===== config.mk =====
export PLATFORM = sky130hd
export DESIGN_NAME = text_layout_font_addresser_core
export DESIGN_NICKNAME = d
export VERILOG_FILES = /design/src/sv/tlfa_pkg.sv /design/src/sv/tlfa_glyph.sv /design/src/sv/text_layout_font_addresser_core.sv
export SDC_FILE = /design/constraint.sdc
export NUM_CORES = 1
export LEC_CHECK = 0
export ABC_AREA = 1
export BUFFER_PORTS_ARGS = -buffer_cell sky130_fd_sc_hd__buf_2
export CAP_MARGIN = 20
export CELL_PAD_IN_SITES_DETAIL_PLACEMENT = 1
export CELL_PAD_IN_SITES_GLOBAL_PLACEMENT = 2
export CORE_MARGIN = 3
export CORE_UTILIZATION = 23
export CTS_CLUSTER_DIAMETER = 120
export DETAILED_ROUTE_END_ITERATION = 7
export GPL_ROUTABILITY_DRIVEN = 0
export PLACE_DENSITY_LB_ADDON = 0.25
export SLEW_MARGIN = 15
export SYNTH_ARGS = -nofsm -noshare
export SYNTH_HDL_FRONTEND = slang
export SYNTH_SLANG_ARGS = --single-unit

===== constraint.sdc =====
create_clock -name clk -period 7.12 [get_ports clk]
set_input_delay 0.712 -clock clk [delete_from_list [all_inputs] [get_ports clk]]
set_output_delay 0.712 -clock clk [all_outputs]
set_load 0.05 [all_outputs]

===== src/sv/tlfa_pkg.sv =====
`default_nettype none

package tlfa_pkg;

    localparam int unsigned COORD_W  = 10;
    localparam int unsigned OFFSET_W = 18;
    localparam int unsigned CFG_IDX_W = 2;

    // Configuration register indexes.
    localparam logic [CFG_IDX_W-1:0] REG_SCREEN_WIDTH  = 2'd0;
    localparam logic [CFG_IDX_W-1:0] REG_SCREEN_HEIGHT = 2'd1;

    localparam logic [COORD_W-1:0] SCREEN_W_RESET = 10'd240;
    localparam logic [COORD_W-1:0] SCREEN_H_RESET = 10'd240;

    localparam logic [7:0] NARROW_MAX  = 8'd126;
    localparam logic [7:0] ASCII_FIRST = 8'd32;
    localparam logic [7:0] LEAD_FIRST  = 8'hB0;
    localparam logic [7:0] LEAD_LAST   = 8'hF7;
    localparam logic [7:0] TRAIL_FIRST = 8'hA1;
    localparam logic [7:0] TRAIL_LAST  = 8'hFE;

    localparam logic [12:0] ROW_CODES = 13'd94;

    localparam logic [COORD_W:0] NARROW_W = 11'd8;
    localparam logic [COORD_W:0] WIDE_W   = 11'd16;
    localparam logic [COORD_W:0] GLYPH_H  = 11'd16;

    typedef struct packed {
        logic [COORD_W-1:0]  char_x;
        logic [COORD_W-1:0]  char_y;
        logic                wide_char;
        logic [OFFSET_W-1:0] font_offset;
        logic                code_ok;
    } tlfa_result_t;

    typedef struct packed {
        logic [OFFSET_W-1:0] offset;
        logic                ok;
    } tlfa_glyph_t;

endpackage

`default_nettype wire


===== src/sv/tlfa_glyph.sv =====
`default_nettype none

// Font store addressing for one character: narrow ASCII or wide two-byte code.
module tlfa_glyph
    import tlfa_pkg::*;
(
    input  wire logic [7:0]  code_byte,
    input  wire logic [7:0]  lead_byte,
    input  wire logic        is_wide,
    output tlfa_glyph_t      glyph
);

    logic [7:0]  row_diff;
    logic [7:0]  col_diff;
    logic [7:0]  asc_diff;
    logic [12:0] row_base;
    logic [12:0] wide_index;
    logic        wide_ok;
    logic        narrow_ok;

    assign row_diff = lead_byte - LEAD_FIRST;
    assign col_diff = code_byte - TRAIL_FIRST;
    assign asc_diff = code_byte - ASCII_FIRST;

    assign row_base   = 13'(row_diff[6:0]) * ROW_CODES;
    assign wide_index = row_base + 13'(col_diff[6:0]);

    assign wide_ok = (lead_byte >= LEAD_FIRST) && (lead_byte <= LEAD_LAST)
                  && (code_byte >= TRAIL_FIRST) && (code_byte <= TRAIL_LAST);
    assign narrow_ok = (code_byte >= ASCII_FIRST);

    always_comb
    begin
        glyph.ok     = 1'b0;
        glyph.offset = '0;
        if (is_wide)
        begin
            if (wide_ok)
            begin
                glyph.ok     = 1'b1;
                glyph.offset = {wide_index, 5'd0};
            end
        end
        else if (narrow_ok)
        begin
            glyph.ok     = 1'b1;
            glyph.offset = OFFSET_W'({asc_diff[6:0], 4'd0});
        end
    end

endmodule

`default_nettype wire


===== src/sv/text_layout_font_addresser_core.sv =====
`default_nettype none

// Channel   Direction  Handshake               Contents
// in        input      in_valid / in_ready     text_byte, first_of_string, last_of_string,
//                                              start_x, start_y
// out       output     out_valid / out_ready   char_x, char_y, wide_char, font_offset, code_ok
// cfg       input      cfg_valid / cfg_ready   cfg_index, cfg_data
//
// One byte per cycle while in_ready is high: each accepted byte that completes a character
// is placed, addressed and written to the output stage in the cycle it is accepted.
// A two-entry output stage (result register plus skid register) keeps in_ready
// independent of out_ready; input stalls only when both entries are full.
// Reset clears the cursor, the pending lead byte and the output stage, and loads
// both screen dimensions with 240. The configuration port is always ready.
module text_layout_font_addresser_core
    import tlfa_pkg::*;
(
    input  wire logic                 clk,
    input  wire logic                 rst_n,

    input  wire logic                 in_valid,
    output logic                      in_ready,
    input  wire logic [7:0]           text_byte,
    input  wire logic                 first_of_string,
    input  wire logic                 last_of_string,
    input  wire logic [COORD_W-1:0]   start_x,
    input  wire logic [COORD_W-1:0]   start_y,

    output logic                      out_valid,
    input  wire logic                 out_ready,
    output logic [COORD_W-1:0]        char_x,
    output logic [COORD_W-1:0]        char_y,
    output logic                      wide_char,
    output logic [OFFSET_W-1:0]       font_offset,
    output logic                      code_ok,

    input  wire logic                 cfg_valid,
    output logic                      cfg_ready,
    input  wire logic [CFG_IDX_W-1:0] cfg_index,
    input  wire logic [COORD_W-1:0]   cfg_data
);

    logic [COORD_W-1:0] screen_w_reg;
    logic [COORD_W-1:0] screen_h_reg;
    logic [COORD_W-1:0] cursor_x_reg;
    logic [COORD_W-1:0] cursor_y_reg;
    logic [COORD_W-1:0] cursor_x_next;
    logic [COORD_W-1:0] cursor_y_next;
    logic [7:0]         lead_byte_reg;
    logic               lead_pending_reg;

    tlfa_result_t       main_reg;
    tlfa_result_t       skid_reg;
    logic               main_valid_reg;
    logic               skid_valid_reg;
    tlfa_result_t       result_next;

    logic               in_fire;
    logic               out_fire;
    logic               pending;
    logic               is_narrow;
    logic               is_lead;
    logic               has_result;
    logic               push;
    logic [COORD_W-1:0] eff_x;
    logic [COORD_W-1:0] eff_y;
    logic [COORD_W:0]   glyph_w;
    logic [COORD_W:0]   x_sum;
    logic               line_wrap;
    logic [COORD_W:0]   x_line;
    logic [COORD_W:0]   y_line;
    logic [COORD_W+1:0] y_bottom;
    logic               page_wrap;
    logic [COORD_W:0]   place_x;
    logic [COORD_W:0]   place_y;
    logic [COORD_W:0]   x_adv;
    tlfa_glyph_t        glyph;

    assign cfg_ready = 1'b1;
    assign in_ready  = !skid_valid_reg;
    assign in_fire   = in_valid && in_ready;
    assign out_fire  = main_valid_reg && out_ready;

    // A byte that starts a string discards any held lead byte.
    assign pending    = lead_pending_reg && !first_of_string;
    assign is_narrow  = !pending && (text_byte <= NARROW_MAX);
    assign is_lead    = !pending && (text_byte > NARROW_MAX);
    assign has_result = pending || is_narrow;
    assign push       = in_fire && has_result;

    assign eff_x = first_of_string ? start_x : cursor_x_reg;
    assign eff_y = first_of_string ? start_y : cursor_y_reg;

    assign glyph_w   = pending ? WIDE_W : NARROW_W;
    assign x_sum     = {1'b0, eff_x} + glyph_w;
    assign line_wrap = x_sum > {1'b0, screen_w_reg};
    assign x_line    = line_wrap ? '0 : {1'b0, eff_x};
    assign y_line    = line_wrap ? ({1'b0, eff_y} + GLYPH_H) : {1'b0, eff_y};
    assign y_bottom  = {1'b0, y_line} + {1'b0, GLYPH_H};
    assign page_wrap = y_bottom > {2'b00, screen_h_reg};
    assign place_x   = page_wrap ? '0 : x_line;
    assign place_y   = page_wrap ? '0 : y_line;
    assign x_adv     = place_x + glyph_w;

    tlfa_glyph u_glyph (
        .code_byte (text_byte),
        .lead_byte (lead_byte_reg),
        .is_wide   (pending),
        .glyph     (glyph)
    );

    always_comb
    begin
        result_next.char_x      = place_x[COORD_W-1:0];
        result_next.char_y      = place_y[COORD_W-1:0];
        result_next.wide_char   = pending;
        result_next.font_offset = glyph.offset;
        result_next.code_ok     = glyph.ok;
    end

    always_comb
    begin
        cursor_x_next = cursor_x_reg;
        cursor_y_next = cursor_y_reg;
        if (in_fire)
        begin
            if (has_result)
            begin
                cursor_x_next = x_adv[COORD_W-1:0];
                cursor_y_next = place_y[COORD_W-1:0];
            end
            else if (first_of_string)
            begin
                cursor_x_next = start_x;
                cursor_y_next = start_y;
            end
        end
    end

    always_ff @(posedge clk or negedge rst_n)
    begin
        if (!rst_n)
        begin
            screen_w_reg <= SCREEN_W_RESET;
            screen_h_reg <= SCREEN_H_RESET;
        end
        else if (cfg_valid && cfg_ready)
        begin
            unique case (cfg_index)
                REG_SCREEN_WIDTH:  screen_w_reg <= cfg_data;
                REG_SCREEN_HEIGHT: screen_h_reg <= cfg_data;
                default:           ;
            endcase
        end
    end

    always_ff @(posedge clk or negedge rst_n)
    begin
        if (!rst_n)
        begin
            cursor_x_reg     <= '0;
            cursor_y_reg     <= '0;
            lead_byte_reg    <= '0;
            lead_pending_reg <= 1'b0;
        end
        else
        begin
            cursor_x_reg <= cursor_x_next;
            cursor_y_reg <= cursor_y_next;
            if (in_fire)
            begin
                // A lead byte that ends the string is dropped.
                lead_pending_reg <= is_lead && !last_of_string;
                if (is_lead && !last_of_string)
                begin
                    lead_byte_reg <= text_byte;
                end
            end
        end
    end

    always_ff @(posedge clk or negedge rst_n)
    begin
        if (!rst_n)
        begin
            main_valid_reg <= 1'b0;
            skid_valid_reg <= 1'b0;
        end
        else if (out_fire || !main_valid_reg)
        begin
            if (skid_valid_reg)
            begin
                main_valid_reg <= 1'b1;
                skid_valid_reg <= push;
            end
            else
            begin
                main_valid_reg <= push;
            end
        end
        else if (push)
        begin
            skid_valid_reg <= 1'b1;
        end
    end

    always_ff @(posedge clk)
    begin
        if (out_fire || !main_valid_reg)
        begin
            if (skid_valid_reg)
            begin
                main_reg <= skid_reg;
                if (push)
                begin
                    skid_reg <= result_next;
                end
            end
            else if (push)
            begin
                main_reg <= result_next;
            end
        end
        else if (push)
        begin
            skid_reg <= result_next;
        end
    end

    assign out_valid   = main_valid_reg;
    assign char_x      = main_reg.char_x;
    assign char_y      = main_reg.char_y;
    assign wide_char   = main_reg.wide_char;
    assign font_offset = main_reg.font_offset;
    assign code_ok     = main_reg.code_ok;

    a_skid_needs_main: assert property (@(posedge clk) disable iff (!rst_n)
        skid_valid_reg |-> main_valid_reg)
        else $error("skid entry held while result register is empty");

    a_trail_clears_lead: assert property (@(posedge clk) disable iff (!rst_n)
        (in_fire && lead_pending_reg && !first_of_string) |=> !lead_pending_reg)
        else $error("lead byte still pending after its trail byte");

    a_bad_code_zero: assert property (@(posedge clk) disable iff (!rst_n)
        (out_valid && !code_ok) |-> (font_offset == '0))
        else $error("out-of-font code carries a nonzero offset");

    a_wide_aligned: assert property (@(posedge clk) disable iff (!rst_n)
        (out_valid && wide_char) |-> (font_offset[4:0] == 5'd0))
        else $error("wide glyph offset not on a 32-byte boundary");

    a_full_stalls: assert property (@(posedge clk) disable iff (!rst_n)
        (main_valid_reg && skid_valid_reg && !out_ready) |=> skid_valid_reg)
        else $error("held result lost while output stalled");

endmodule

`default_nettype wire

======== Word level (Yosys, flattened, before mapping) ========
Index checks and enable logic that the tools add are counted.
storage, ports and cells
  register bits ........................... 131
  input port bits ......................... 47
  output and inout bits ................... 43
  logic and storage cells ................. 83
operators by class
  $add $sub $neg .......................... 8
  multipliers ............................. 1
  $lt $le $gt $ge ......................... 9
  equality and inequality tests ........... 2
  muxes and demuxes ....................... 21
  reductions and logical operators ........ 24
operators by type and width
  operator                 count
  $mux W40                 5
  $mux W10                 7
  $mux W19                 2
  $sub A7 B6 Y7 const B    3
  $ge A8 B8 Y1 const B     2
  $le A8 B8 Y1 const B     2
  $add A13 B7 Y13          1
  $add A11 B5 Y12 const B  1
  $gt A12 B10 Y1           1
  $mul A7 B6 Y12 const B   1
  $mux W12                 1
  $add A10 B5 Y11          1
  $add A10 B5 Y11 const B  1
  $gt A11 B10 Y1           1
  $mux W11                 1
  $add A10 B5 Y10          1
  $logic_and A1 B1 Y1      10
  $ge A8 B6 Y1 const B     1
  $gt A8 B7 Y1 const B     1
  $le A8 B7 Y1 const B     1
  $reduce_and A2 Y1        4
  $logic_not A1 Y1         5
  $mux W5                  1
  $mux W1                  4
  5 further kinds          7

======== Logic depth before layout (Yosys ltp) ========
  word-level depth ........................ 12
  mapped depth ............................ 43
  mapped depth without buffers ............ 42

======== By module ========
Synthesis repeated with hierarchy kept, for this count alone.
second synthesis, totals
  cells, all modules ...................... 979
  area total of the unflattened synthesis .. 8443.1 um^2
modules (own cells, without submodules)
  module                           times used  cells an instance  area an instance (um^2)  seq. area each (um^2)
  text_layout_font_addresser_core  1           700                6636.4                   3688.5
  tlfa_glyph                       1           279                1806.7                   0.0

======== Worst setup path before layout ========
No wires, ideal clock.
  kind .................................... input to register
  start ................................... in first_of_string
  end ..................................... reg cursor_x_reg[6]
  setup time .............................. 0.120 ns
  arrival time ............................ 5.984 ns
  required time ........................... 7.000 ns
  slack ................................... 1.017 ns
  cell stages on the path ................. 32
  buffers on the path ..................... 2
  path through ............................ buf_6 -> buf_4 -> nor2_1 -> inv_1 -> ha_1 -> fa_1 -> nand3_1 -> nor3_1 -> xor2_1 -> ha_1 -> nand3_1 -> nor2_1 -> nand2_4 -> nand2_4 -> xor2_1 -> ha_1 -> xor2_1 -> inv_1 -> ha_1 -> nand2_1 -> nor2_1 -> a211oi_1 -> o2111ai_1 -> inv_2 -> nand2_2 -> nand2_4 -> nand2_4 -> nor2_1 -> ha_1 -> a21oi_1 -> o21ai_0 -> a31o_1
on the way
  word-level cells in the longest chain between the ends .. 11
  elaborated cells on any way between the ends .. 18
  classes of those cells .................. add/sub (4); order compare (2); mux (7); reduce/logical (5)
ends and longest elaborated chain
  element                  line                                    RTL
  start: declaration       text_layout_font_addresser_core.sv:24   input wire logic first_of_string,
  $logic_not A1 Y1 (*)     text_layout_font_addresser_core.sv:85   assign pending = lead_pending_reg && !first_of_string;
  $logic_and A1 B1 Y1 (*)  text_layout_font_addresser_core.sv:85
  net pending              text_layout_font_addresser_core.sv:60   logic pending;
  $mux W5 (*)              text_layout_font_addresser_core.sv:94   assign glyph_w = pending ? WIDE_W : NARROW_W;
  $add A10 B5 Y11 (*)      text_layout_font_addresser_core.sv:95   assign x_sum = {1'b0, eff_x} + glyph_w;
  $gt A11 B10 Y1 (*)       text_layout_font_addresser_core.sv:96   assign line_wrap = x_sum > {1'b0, screen_w_reg};
  $mux W11                 text_layout_font_addresser_core.sv:98   assign y_line = line_wrap ? ({1'b0, eff_y} + GLYPH_H) : {1'b0, eff_y};
  $add A11 B5 Y12          text_layout_font_addresser_core.sv:99   assign y_bottom = {1'b0, y_line} + {1'b0, GLYPH_H};
  $gt A12 B10 Y1           text_layout_font_addresser_core.sv:100  assign page_wrap = y_bottom > {2'b00, screen_h_reg};
  $mux W10 (*)             text_layout_font_addresser_core.sv:101  assign place_x = page_wrap ? '0 : x_line;
  net place_x[4]           text_layout_font_addresser_core.sv:74   logic [COORD_W:0] place_x;
  $add A10 B5 Y10 (*)      text_layout_font_addresser_core.sv:103  assign x_adv = place_x + glyph_w;
  $mux W10 (*)             text_layout_font_addresser_core.sv:127  if (has_result)
  end signal: assignment   text_layout_font_addresser_core.sv:168  cursor_x_reg <= cursor_x_next;
  end: declaration         text_layout_font_addresser_core.sv:45   logic [COORD_W-1:0] cursor_x_reg;
The timed path passes the listed nets; every way through them passes the cells marked *.
A chain may end at the register's enable or synchronous reset.

======== Worst setup path after layout ========
  start ................................... in first_of_string
  end ..................................... reg cursor_x_reg[9]
on the way
  word-level cells in the longest chain between the ends .. 11
  elaborated cells on any way between the ends .. 18
  classes of those cells .................. add/sub (4); order compare (2); mux (7); reduce/logical (5)
ends and longest elaborated chain
  element              line
  $logic_not A1 Y1     text_layout_font_addresser_core.sv:85
  $logic_and A1 B1 Y1  text_layout_font_addresser_core.sv:85
  $mux W5              text_layout_font_addresser_core.sv:94
  $add A10 B5 Y11      text_layout_font_addresser_core.sv:95
  $gt A11 B10 Y1       text_layout_font_addresser_core.sv:96
  $mux W11             text_layout_font_addresser_core.sv:98
  $add A11 B5 Y12      text_layout_font_addresser_core.sv:99
  $gt A12 B10 Y1       text_layout_font_addresser_core.sv:100
  $mux W10 (*)         text_layout_font_addresser_core.sv:101
  net place_x[3]       text_layout_font_addresser_core.sv:74
  $add A10 B5 Y10 (*)  text_layout_font_addresser_core.sv:103
  $mux W10 (*)         text_layout_font_addresser_core.sv:127
Marks and branches as above.

==> impl_results.md <==
* Status: completed
* Mux cell area share after synthesis at 0.001265
* Initial antenna violation count at 0
* GR Util All Layers at 0.1338
* DRC viols at 0
* FMAX at 0.1561 GHz
* Worst path max stage delay at 360 ps
* Fin crit share at 0.9000
* Largest family of logic cells by synthesized area: simple AND/OR/NAND/NOR gates
* WP data arrival at 6770 ps
* WS Path Type: primary input to register
* Synth Warn # at 0
* Unrepaired setup endpoints after global routing: no
* IO Port Bufs at 84
* Tmin final at 6408 ps
* Count of different cell masters after synthesis at 50
* Post-route setup TNS at 0 ps
* Top FF cell, synth: edfxtp_1
* Largest net degree at the start of global routing at 52
* Worst relative slew slack at 0.4894
* Synthesis-stage register bit count at 123
* GRT overflow at 0
* Clk buf depth at 2
* Final WS setup at 712.2 ps
* Die Wd at 191.5 um
* WL per Instance at 16.17 um
* Clock Sinks at 123
* CP endpoint kind: register
* Total Wirelength at 23.43 mm
* Finish-stage setup viols at 0
* Share of cells above drive strength 1 at 0.1878
* Post-CTS Resized at 0
* Slew Viols, Final at 0
* Avg Inst Size Synth at 8.800 um^2
* Final Util at 0.2824
* CP max FO at 20
* Number of global-route vias before repair at 6617
* DR vias/cell at 4.236
* Leakage at 4.533 nW
* Hold crit path type: primary input to asynchronous set/reset pin
* Largest register FFs at 36
* Slew @ Worst Pin at 765.9 ps
* # H-tree levels at 4
* Core Box Area at 33700 um^2
* Fraction of registers with async set/reset at 0.4146
* Adder-cell area share of the yosys netlist at 0.1392
* Number of enable flip-flop cells after synthesis at 72
* Worst skew pair latency at 420 ps
* DRT antenna net count at 0
* Cts bufs inserted at 17
* Pre-antenna DRT Iters at 4
* TritonCTS clock tree: built
* Area growth, synth to finish at 20.31%
* HPWL after DPL at 18.00 mm
* Synth Area in Compound Gates at 0.1015
* Number of buffers inserted by hold repair at cts at 0
* Initial detailed-routing violation count at 240
* Vias at 6138
* Nets at 1114
* Required time worst endpoint at 7490 ps
* Max cap viols at 0
* Total power at 4.303 mW
* Die H at 191.5 um
* Worst setup SP type: primary input
* Sequential element share of the synthesized area at 0.4359
* Diode count at 0
* VDD IR max at 0.2225 mV
* Post-Synth Simple-Gate Area at 0.1926
* PD cells at 452.0 nW/um^2
* Fin. Hold Viols at 0
* Slowest-stage cell, CP: xor2_1
* I/O pin total at 90
* Initial Util at 0.2348
* Site Rows at 67
* Pre-CTS setup slack at 189.8 ps
* Clock transition at path regs at 60 ps
* Synth Area in XOR/XNOR at 0.03653
* First-pass GRT wire length at 37.78 mm
* DIE AREA at 36660 um^2
* Post-route clock skew at 12.20 ps
* Setup bufs post-CTS at 0
* Post-Syn Area at 7911 um^2
* Clk root buf: clkbuf_16
* Post-synthesis instance total at 899
## layout by cell type, fill, tap and decap left out, types with 10 or more instances in the layout
cell,n
o21ai_0,68
nand2_2,10
nand2_1,211
edfxtp_1,72
inv_1,151
fa_1,15
a21oi_1,29
xor2_1,24
dfrtp_1,43
clkbuf_16,19
nand3_1,23
buf_2,84
nor2_1,49
ha_1,64
## layout make-up
| type | count | area (um^2) |
|---|---|---|
| fill | 3971 | 24180 |
| multi-input combinational | 595 | 3765 |
| sequential | 123 | 3448 |
| inverter | 158 | 593.1 |
| tap | 448 | 560.5 |
| timing repair buffer | 93 | 488.0 |
| clock buffer | 20 | 479.2 |
| clock inverter | 12 | 183.9 |
## cells in the mapped netlist (3+ instances only)
cell type  instances  area, um^2
nand2_2           10       62.56
or2_2              9       56.30
nand4_1            8       50.05
a21oi_1           30       150.1
o21bai_1           4       30.03
clkbuf_1          16       60.06
nand3_2            3       30.03
edfxtp_1          72        2162
nor2_1            50       187.7
xor2_1            24       210.2
nand2_1          211       792.0
o21ai_0           68       340.3
inv_1            151       566.8
o221ai_1           6       52.55
o22ai_1            7       43.79
buf_4              6       45.04
dfstp_2            8       210.2
inv_2              6       22.52
ha_1              64       800.8
xnor2_1            9       78.83
o21ai_2            8       70.07
nor2_4             3       33.78
nand2_4            9       101.4
dfrtp_1           43        1076
nor2_2             4       25.02
fa_1              15       300.3
nand3_1           23       115.1
nor3_1             3       15.01
## kinds of logic (layout without fill, tap and decap cells)
family,after synthesis,in the layout
flip-flops,123,123
adder cells (fa/ha/maj),79,79
buffers and inverters,184,283
multiplexers,1,1
other,2,5
AO/OA/AOI/OAI,138,138
XOR/XNOR,33,33
AND/OR/NAND/NOR,339,339
## worst max-delay path, delay by kind of cell
kind,cells,cell delay [ps]
XOR/XNOR,3,650
AND/OR/NAND/NOR,17,1950
AO/OA/AOI/OAI,5,1130
buffers and inverters,6,720
adder cells (fa/ha/maj),6,1580
## through the flow
step | cells | instance area (um^2) | hold slack, ps
2_1_floorplan | 902 | 7923 | 416.4
3_3_place_gp | 1417 | 8855 | 464.2
3_5_place_dp | 1417 | 8855 | 475.0
4_1_cts | 1449 | 9518 | 468.0
5_1_grt | 1449 | 9518 | 508.1
6_report | 1449 | 9518 | 453.0
## layer usage
metal	track usage	part of all wire	vias up
li1	-	-	3081
met1	0.2016	0.54	2967
met2	0.1966	0.42	77
met3	0.02219	0.023	13
met4	0.03556	0.013	0
met5	0	0	-
## power breakdown
group	switching, mW	internal [mW]
Sequential	0.0766	0.932
Combinational	1.52	0.785
Clock	0.357	0.632
Total	1.95	2.35
## final timing paths
kind / start / to / slack (ps) / depth (start not counted)
setup / recovery: first_of_string / cursor_x_reg[9]$_DFFE_PN0P_ / 710 / 37
hold / removal: rst_n / screen_w_reg[3]$_DFFE_PN0P_ / 450 / 2
setup reg to reg: cursor_x_reg[3]$_DFFE_PN0P_ / cursor_x_reg[9]$_DFFE_PN0P_ / 1000 / 33
hold reg to reg: screen_h_reg[8]$_DFFE_PN0P_ / screen_h_reg[8]$_DFFE_PN0P_ / 480 / 2
max in group asynchronous: rst_n / cursor_y_reg[4]$_DFFE_PN0P_ / 6160 / 2
min in group clk: screen_h_reg[8]$_DFFE_PN0P_ / screen_h_reg[8]$_DFFE_PN0P_ / 480 / 2
Power figures use the tool's default switching activity.
